--- src/hw/rtl/mmcn_pkg.sv ---
package mmcn_pkg;

   localparam int COLUMN_DEPTH = 64;
   localparam int ADDR_W       = (COLUMN_DEPTH > 1) ? $clog2(COLUMN_DEPTH) : 1;
   localparam int COUNT_W      = $clog2(COLUMN_DEPTH + 1);
   localparam int SAMPLE_W     = 16;
   localparam int RANGE_W      = 16;
   localparam int FRAC_W       = 16;
   localparam int SCALED_W     = FRAC_W + 1;
   localparam int NUMER_W      = RANGE_W + FRAC_W;
   localparam int STEP_W       = $clog2(SCALED_W);

   localparam logic [STEP_W-1:0] DIV_FIRST_STEP = STEP_W'(SCALED_W - 1);

   typedef struct packed {
      logic load_item;
      logic div_load;
      logic div_step;
      logic next_index;
      logic finish;
   } dp_cmd_type;

   typedef struct packed {
      logic degenerate;
      logic div_done;
      logic last_index;
   } dp_status_type;

endpackage

--- src/hw/rtl/mmcn_ram.sv ---
module mmcn_ram #(
   parameter int WIDTH = 16,
   parameter int DEPTH = 64
) (
   input  logic                                        clock,
   input  logic                                        wr_en,
   input  logic [((DEPTH > 1) ? $clog2(DEPTH) : 1)-1:0] wr_addr,
   input  logic [WIDTH-1:0]                            wr_data,
   input  logic [((DEPTH > 1) ? $clog2(DEPTH) : 1)-1:0] rd_addr,
   output logic [WIDTH-1:0]                            rd_data
);

   logic [WIDTH-1:0] mem_ff [DEPTH];
   logic [WIDTH-1:0] rd_data_ff;

   always_ff @(posedge clock) begin
      if (wr_en) begin
         mem_ff[wr_addr] <= wr_data;
      end
      rd_data_ff <= mem_ff[rd_addr];
   end

   assign rd_data = rd_data_ff;

endmodule

--- src/hw/rtl/mmcn_dp.sv ---
module mmcn_dp (
   input  logic                            clock,
   input  logic                            reset,
   input  mmcn_pkg::dp_cmd_type            cmd,
   input  logic signed [mmcn_pkg::SAMPLE_W-1:0] sample_in,
   output mmcn_pkg::dp_status_type         status,
   output logic [mmcn_pkg::SCALED_W-1:0]   scaled,
   output logic                            degenerate,
   output logic                            overflowed,
   output logic                            end_of_run
);
   import mmcn_pkg::*;

   logic [COUNT_W-1:0]         count_ff, count_in;
   logic [ADDR_W-1:0]          idx_ff, idx_in;
   logic                       overflow_ff, overflow_in;
   logic signed [SAMPLE_W-1:0] min_ff, min_in;
   logic signed [SAMPLE_W-1:0] max_ff, max_in;
   logic [RANGE_W-1:0]         rem_ff, rem_in;
   logic [SCALED_W-1:0]        num_ff, num_in;
   logic [SCALED_W-1:0]        quo_ff, quo_in;
   logic [STEP_W-1:0]          step_ff, step_in;

   logic                       full;
   logic                       wr_en;
   logic [SAMPLE_W-1:0]        rd_data;
   logic [SAMPLE_W:0]          range_diff;
   logic [RANGE_W-1:0]         range_w;
   logic [SAMPLE_W:0]          offset_diff;
   logic [NUMER_W-1:0]         numer;
   logic [RANGE_W:0]           trial;
   logic [RANGE_W:0]           trial_sub;
   logic                       trial_ge;

   assign full  = (count_ff == COUNT_W'(COLUMN_DEPTH));
   assign wr_en = cmd.load_item && !full;

   mmcn_ram #(
      .WIDTH(SAMPLE_W),
      .DEPTH(COLUMN_DEPTH)
   ) u_store (
      .clock  (clock),
      .wr_en  (wr_en),
      .wr_addr(count_ff[ADDR_W-1:0]),
      .wr_data(sample_in),
      .rd_addr(idx_ff),
      .rd_data(rd_data)
   );

   assign range_diff  = {max_ff[SAMPLE_W-1], max_ff} - {min_ff[SAMPLE_W-1], min_ff};
   assign range_w     = range_diff[RANGE_W-1:0];
   assign offset_diff = {rd_data[SAMPLE_W-1], rd_data} - {min_ff[SAMPLE_W-1], min_ff};
   assign numer       = {offset_diff[RANGE_W-1:0], {FRAC_W{1'b0}}}
                        + NUMER_W'(range_w >> 1);
   assign trial       = {rem_ff, num_ff[SCALED_W-1]};
   assign trial_sub   = trial - {1'b0, range_w};
   assign trial_ge    = (trial >= {1'b0, range_w});

   always_comb begin
      count_in    = count_ff;
      idx_in      = idx_ff;
      overflow_in = overflow_ff;
      min_in      = min_ff;
      max_in      = max_ff;
      rem_in      = rem_ff;
      num_in      = num_ff;
      quo_in      = quo_ff;
      step_in     = step_ff;
      if (cmd.load_item) begin
         if (full) begin
            overflow_in = 1'b1;
         end else begin
            count_in = count_ff + 1'b1;
            if (count_ff == '0) begin
               min_in = sample_in;
               max_in = sample_in;
            end else begin
               if (sample_in < min_ff) min_in = sample_in;
               if (sample_in > max_ff) max_in = sample_in;
            end
         end
      end
      if (cmd.div_load) begin
         rem_in  = RANGE_W'(numer[NUMER_W-1:SCALED_W]);
         num_in  = numer[SCALED_W-1:0];
         quo_in  = '0;
         step_in = DIV_FIRST_STEP;
      end
      if (cmd.div_step) begin
         rem_in  = trial_ge ? trial_sub[RANGE_W-1:0] : trial[RANGE_W-1:0];
         num_in  = {num_ff[SCALED_W-2:0], 1'b0};
         quo_in  = {quo_ff[SCALED_W-2:0], trial_ge};
         step_in = step_ff - 1'b1;
      end
      if (cmd.next_index) begin
         idx_in = idx_ff + 1'b1;
      end
      if (cmd.finish) begin
         count_in    = '0;
         overflow_in = 1'b0;
         idx_in      = '0;
      end
   end

   always_ff @(posedge clock) begin
      if (reset) begin
         count_ff    <= '0;
         idx_ff      <= '0;
         overflow_ff <= 1'b0;
         step_ff     <= '0;
      end else begin
         count_ff    <= count_in;
         idx_ff      <= idx_in;
         overflow_ff <= overflow_in;
         step_ff     <= step_in;
      end
   end

   always_ff @(posedge clock) begin
      min_ff <= min_in;
      max_ff <= max_in;
      rem_ff <= rem_in;
      num_ff <= num_in;
      quo_ff <= quo_in;
   end

   assign status.degenerate = (range_w == '0);
   assign status.div_done   = (step_ff == '0);
   assign status.last_index = ((COUNT_W'(idx_ff) + 1'b1) == count_ff);

   assign scaled     = status.degenerate ? '0 : quo_ff;
   assign degenerate = status.degenerate;
   assign overflowed = overflow_ff;
   assign end_of_run = status.last_index;

endmodule

--- src/hw/rtl/mmcn_ctrl.sv ---
module mmcn_ctrl (
   input  logic                    clock,
   input  logic                    reset,
   input  logic                    start,
   input  logic                    final_item,
   input  mmcn_pkg::dp_status_type status,
   output mmcn_pkg::dp_cmd_type    cmd,
   output logic                    busy,
   output logic                    rsp_valid
);
   import mmcn_pkg::*;

   localparam logic [2:0] ST_IDLE = 3'd0;
   localparam logic [2:0] ST_READ = 3'd1;
   localparam logic [2:0] ST_LOAD = 3'd2;
   localparam logic [2:0] ST_DIV  = 3'd3;
   localparam logic [2:0] ST_EMIT = 3'd4;

   logic [2:0] state_ff, state_in;

   always_comb begin
      state_in = state_ff;
      cmd      = '0;
      case (state_ff)
         ST_IDLE: begin
            if (start) begin
               cmd.load_item = 1'b1;
               if (final_item) state_in = ST_READ;
            end
         end
         ST_READ: begin
            state_in = ST_LOAD;
         end
         ST_LOAD: begin
            if (status.degenerate) begin
               state_in = ST_EMIT;
            end else begin
               cmd.div_load = 1'b1;
               state_in     = ST_DIV;
            end
         end
         ST_DIV: begin
            cmd.div_step = 1'b1;
            if (status.div_done) state_in = ST_EMIT;
         end
         ST_EMIT: begin
            if (status.last_index) begin
               cmd.finish = 1'b1;
               state_in   = ST_IDLE;
            end else begin
               cmd.next_index = 1'b1;
               state_in       = ST_READ;
            end
         end
         default: begin
            state_in = ST_IDLE;
         end
      endcase
   end

   always_ff @(posedge clock) begin
      if (reset) begin
         state_ff <= ST_IDLE;
      end else begin
         state_ff <= state_in;
      end
   end

   assign busy      = (state_ff != ST_IDLE);
   assign rsp_valid = (state_ff == ST_EMIT);

endmodule

--- src/hw/rtl/min_max_column_normalizer.sv ---
// Min-max column normalizer.
// Input words: req_sample (signed) and req_final_item, taken on a clock edge
// with start high and busy low. Samples are stored one per cycle while the
// running minimum and maximum are tracked; up to COLUMN_DEPTH samples are
// kept, later ones are dropped and flag rsp_overflowed on the whole column.
// The word with req_final_item set is stored too and starts emission: busy
// rises and every stored sample comes out in arrival order as
// (x - min) / (max - min), unsigned Q1.16 on rsp_scaled, one word per
// rsp_valid pulse; rsp_end_of_run marks the last one.
// Each result passes through a store read, an operand setup, a restoring
// divider (one quotient bit per cycle) and an output state. A constant
// column skips the divider: rsp_scaled = 0, rsp_degenerate = 1.
// busy falls the cycle after the last result.
// The receiver cannot stall; each result is present for one cycle only.
// Synchronous reset returns to idle with an empty column.
module min_max_column_normalizer (
   input  logic                                 clock,
   input  logic                                 reset,
   input  logic                                 start,
   output logic                                 busy,
   input  logic signed [mmcn_pkg::SAMPLE_W-1:0] req_sample,
   input  logic                                 req_final_item,
   output logic                                 rsp_valid,
   output logic [mmcn_pkg::SCALED_W-1:0]        rsp_scaled,
   output logic                                 rsp_degenerate,
   output logic                                 rsp_overflowed,
   output logic                                 rsp_end_of_run
);
   import mmcn_pkg::*;

   dp_cmd_type    cmd;
   dp_status_type status;

   mmcn_ctrl u_ctrl (
      .clock     (clock),
      .reset     (reset),
      .start     (start),
      .final_item(req_final_item),
      .status    (status),
      .cmd       (cmd),
      .busy      (busy),
      .rsp_valid (rsp_valid)
   );

   mmcn_dp u_dp (
      .clock     (clock),
      .reset     (reset),
      .cmd       (cmd),
      .sample_in (req_sample),
      .status    (status),
      .scaled    (rsp_scaled),
      .degenerate(rsp_degenerate),
      .overflowed(rsp_overflowed),
      .end_of_run(rsp_end_of_run)
   );

   a_valid_busy: assert property (@(posedge clock) disable iff (reset)
      rsp_valid |-> busy)
      else $error("result outside of busy window");

   a_end_idle: assert property (@(posedge clock) disable iff (reset)
      rsp_valid && rsp_end_of_run |=> !busy)
      else $error("still busy after end of run");

   a_degen_zero: assert property (@(posedge clock) disable iff (reset)
      rsp_valid && rsp_degenerate |-> (rsp_scaled == '0))
      else $error("degenerate result not zero");

   a_scaled_range: assert property (@(posedge clock) disable iff (reset)
      rsp_valid |-> (rsp_scaled <= SCALED_W'(1 << FRAC_W)))
      else $error("scaled value above one");

endmodule
--- config.mk ---
export PLATFORM = sky130hd
export DESIGN_NAME = min_max_column_normalizer
export DESIGN_NICKNAME = d
export VERILOG_FILES = /design/src/hw/rtl/mmcn_pkg.sv /design/src/hw/rtl/mmcn_ram.sv /design/src/hw/rtl/mmcn_dp.sv /design/src/hw/rtl/mmcn_ctrl.sv /design/src/hw/rtl/min_max_column_normalizer.sv
export SDC_FILE = /design/constraint.sdc
export NUM_CORES = 1
export LEC_CHECK = 0
export ABC_AREA = 1
export ABC_CLOCK_PERIOD_IN_PS = 4250
export CORE_ASPECT_RATIO = 1.2
export CORE_MARGIN = 2
export CORE_UTILIZATION = 55
export CTS_CLUSTER_SIZE = 25
export DETAILED_ROUTE_END_ITERATION = 8
export DONT_BUFFER_PORTS = 1
export PLACE_DENSITY = 0.73
export SLEW_MARGIN = 20
export SYNTH_ARGS = -nofsm -noshare
export SYNTH_HDL_FRONTEND = slang
export SYNTH_SLANG_ARGS = --single-unit
--- constraint.sdc ---
create_clock -name clock -period 4.25 [get_ports clock]
set_input_delay 0.85 -clock clock [delete_from_list [all_inputs] [get_ports clock]]
set_output_delay 0.85 -clock clock [all_outputs]
set_load 0.005 [all_outputs]
==> impl_metrics.sql <==
INSERT INTO impl_metrics (metric_group, metric, value, unit) VALUES
('synth', 'asyncSetResetFlopFracSynth', '0', '%'),
('layout', 'layout.area.seq', '34000', 'um2'),
('route', 'drt-wirelength-per-cell', '24.0', 'um'),
('placed_design', 'gp_routability_congestion', '0.925', ''),
('clock_network', 'numCtsBuffers', '106', ''),
('clock_network', 'clockBufferDepth', '3', ''),
('pwr', 'power_density', '493', 'nW/um2'),
('sta', 'final_min_period_over_clock_period', '95.1', '%'),
('global_routing', 'grt_usage', '27.1', '%'),
('layout', 'num-fill-cells', '6489', ''),
('clock_network', 'htreeDepth', '3', ''),
('placed_design', 'buffer_ports.inserted', '0', ''),
('worst_setup_path', 'crit_path_end_kind', 'primary output', ''),
('sta', 'finalClockSkew', '0.0310', 'ns'),
('layout', 'multi_input_comb_area', '12400', 'um2'),
('worst_hold_path', 'hp-class', 'input port to flip-flop', ''),
('sta', 'hold_viol', '0', ''),
('synth', 'postSynthCellCount', '3840', ''),
('worst_setup_path', 'cp_max_fo', '20', ''),
('layout', 'final_area', '52800', 'um2'),
('clock_network', 'clkSinkCount', '1144', ''),
('clock_network', 'cts-hold-fix-buffers', '0', ''),
('route', 'firstDrtPassIters', '6', ''),
('sta', 'setup_total_negative_slack', '0', 'ns'),
('sta', 'unrepaired_setup_endpoints_after_global_routing', 'false', ''),
('floorplan', 'top_level_ports', '42', ''),
('route', 'routed_wirelength', '122000', 'um'),
('worst_setup_path', 'crit_path_start_kind', 'flip-flop', ''),
('synth', 'synth_area_per_cell', '12.5', 'um2'),
('route', 'remaining_drc_errors', '0', ''),
('worst_setup_path', 'worstSetupPathType', 'flip-flop to primary output', ''),
('layout', 'area_delta_synth_final', '10.4', '%'),
('global_routing', 'antenna_found_initial', '2', ''),
('pwr', 'comb_power_share', '14.9', '%'),
('clock_network', 'tritoncts', 'built', ''),
('route', 'drtIter0Drc', '3825', ''),
('sta', 'timing.final.max_slew_violations', '0', ''),
('placed_design', 'detailedPlacementHpwl', '69700', 'um'),
('synth', 'synth_warnings', '0', ''),
('worst_setup_path', 'critPathRequiredTime', '3.40', 'ns'),
('layout', 'share_of_post_route_cells_with_drive_strength_above_1', '8.05', '%'),
('worst_setup_path', 'crit_arrival', '3.19', 'ns'),
('pwr', 'seqPwrFrac', '49.7', '%'),
('global_routing', 'pin_count_of_the_biggest_net_entering_global_routing', '137', ''),
('layout', 'leading_cell_type_in_the_layout_fill_and_taps_excluded', 'sky130_fd_sc_hd__edfxtp_1', ''),
('placed_design', 'pre_cts_ws', '0.381', 'ns'),
('sta', 'relSlewSlack', '32.4', '%'),
('floorplan', 'die_y', '327', 'um'),
('floorplan', 'start_util', '55.5', '%'),
('pwr', 'netSwitchingPower', '0.00675', 'W'),
('synth', 'postSynthRegisterBits', '1144', ''),
('layout', 'final_net_count', '3940', ''),
('pwr', 'clk_network_pwr_share', '35.5', '%'),
('global_routing', 'first_global_vias', '30500', ''),
('pwr', 'internal-power', '0.0193', 'W'),
('run_status', 'run_status', 'completed', ''),
('synth', 'area_of_the_mapped_netlist', '47900', 'um2'),
('synth', 'synth_edf_count', '1105', ''),
('clock_network', 'root_buffer', 'sky130_fd_sc_hd__clkbuf_16', ''),
('route', 'route.vias.total', '31700', ''),
('pwr', 'vdd_ir_drop_max', '0.351', 'mV'),
('global_routing', 'first_pass_grt_wire_length', '184000', 'um'),
('global_routing', 'gr-total-overflow', '0', ''),
('sta', 'timing_worst_slew_pin_value', '1.01', 'ns'),
('pwr', 'leakage', '18.0', 'nW'),
('sta', 'maximum_clock_frequency', '247', 'MHz'),
('sta', 'final_setup_viols', '0', ''),
('layout', 'mostFrequentLayoutCells', 'sky130_fd_sc_hd__edfxtp_1, sky130_fd_sc_hd__nor2_1, sky130_fd_sc_hd__o21ai_0', ''),
('route', 'antenna_left', '0', ''),
('pwr', 'p_total', '0.0260', 'W'),
('floorplan', 'core_area', '86200', 'um2');
[sequential cells by signal, summed over array words and instances (netlist names)]
name / count
u_dp.rem_ff: 16
u_dp.max_ff: 16
u_dp.u_store.mem_ff: 1024
u_dp.num_ff: 17
u_dp.idx_ff: 6
u_dp.overflowed: 1
u_ctrl.state_ff: 3
u_dp.count_ff: 7
u_dp.step_ff: 5
u_dp.quo_ff: 17
u_dp.u_store.rd_data: 16
u_dp.min_ff: 16
[Yosys cell counts, types with 15 or more instances]
library cell | count | area share, %
sky130_fd_sc_hd__o221ai_1 | 252 | 4.6
sky130_fd_sc_hd__nand3b_1 | 18 | 0.28
sky130_fd_sc_hd__nand2_1 | 232 | 1.8
sky130_fd_sc_hd__buf_2 | 21 | 0.22
sky130_fd_sc_hd__a21oi_1 | 79 | 0.83
sky130_fd_sc_hd__xor2_1 | 15 | 0.27
sky130_fd_sc_hd__inv_1 | 163 | 1.3
sky130_fd_sc_hd__nor2_1 | 651 | 5.1
sky130_fd_sc_hd__ha_1 | 81 | 2.1
sky130_fd_sc_hd__dfxtp_1 | 39 | 1.6
sky130_fd_sc_hd__o21ai_0 | 563 | 5.9
sky130_fd_sc_hd__nand3_1 | 291 | 3.0
sky130_fd_sc_hd__clkbuf_1 | 201 | 1.6
sky130_fd_sc_hd__edfxtp_1 | 1105 | 69
sky130_fd_sc_hd__nand4_1 | 17 | 0.22
[area by class of cell]
cell class	instances	share of cell area [%]
tap	1140	2.70
clock buffer	138	5.31
multi-input combinational	2290	23.4
antenna	1	0.00474
inverter	167	1.21
clock inverter	61	1.04
sequential	1144	64.3
timing repair buffer	127	2.04
[through the flow]
step                      utilization [%]  std cells
after floorplan                         -       3840
after global placement               57.4       4868
final                                61.3       5068
after detailed placement             57.4       4868
after global routing                 61.3       5067
after CTS                            61.3       5067
[worst paths after layout]
| path | startpoint | to | slack, ns | depth (start not counted) |
|---|---|---|---|---|
| max | u_dp.max_ff[0]$_DFFE_PP_ | rsp_scaled[3] | 0.21 | 13 |
| min | reset | u_dp.step_ff[1]$_SDFFE_PP0P_ | 0.24 | 1 |
| max reg2reg | u_dp.max_ff[0]$_DFFE_PP_ | u_dp.rem_ff[6]$_DFFE_PP_ | 0.35 | 20 |
| min reg2reg | u_dp.step_ff[0]$_SDFFE_PP0P_ | u_dp.step_ff[0]$_SDFFE_PP0P_ | 0.45 | 1 |
[per-layer routing]
layer / global-route usage, % / routed length [um] / up-vias
met4: 11.7 / 5340 / 4
met5: 0 / 22 / -
met1: 34.8 / 46300 / 15700
met3: 4.05 / 9210 / 256
li1: - / - / 14300
met2: 45.9 / 60900 / 1468
[kinds of logic (layout without fill, tap and decap cells)]
logic type	after synthesis	count (layout)	synth area share, %
xor gates and xnor gates	32	32	0.633
other	0	1	0
buffers and inverters	406	493	3.30
DFF	1144	1144	70.9
AOI/OAI and AO/OA	929	929	11.9
adders and majority gates	84	84	2.24
and+or+nand+nor	1245	1245	11.0
[power by group through the flow]
stage / sequential, W / combinational (W) / clock [W]
2_1_floorplan: 0.0131 / 0.00279 / 0
3_3_place_gp: 0.0132 / 0.00377 / 0
3_5_place_dp: 0.0132 / 0.00380 / 0
4_1_cts: 0.0129 / 0.00384 / 0.00933
5_1_grt: 0.0129 / 0.00433 / 0.00974
6_report: 0.0129 / 0.00387 / 0.00924
[critical path, cell delays in order (launching register included)]
cell	delay, ns
sky130_fd_sc_hd__edfxtp_1	0.39
sky130_fd_sc_hd__inv_1	0.07
sky130_fd_sc_hd__ha_1	0.13
sky130_fd_sc_hd__inv_1	0.06
sky130_fd_sc_hd__fa_1	0.45
sky130_fd_sc_hd__nand4_1	0.14
sky130_fd_sc_hd__nand2_1	0.12
sky130_fd_sc_hd__xnor2_1	0.38
sky130_fd_sc_hd__nand2_1	0.10
sky130_fd_sc_hd__nor3_1	0.20
sky130_fd_sc_hd__nand3_1	0.13
sky130_fd_sc_hd__buf_4	0.23
sky130_fd_sc_hd__nand2_1	0.10
sky130_fd_sc_hd__inv_1	0.05
Note: power is estimated with default switching activity, not from simulation.
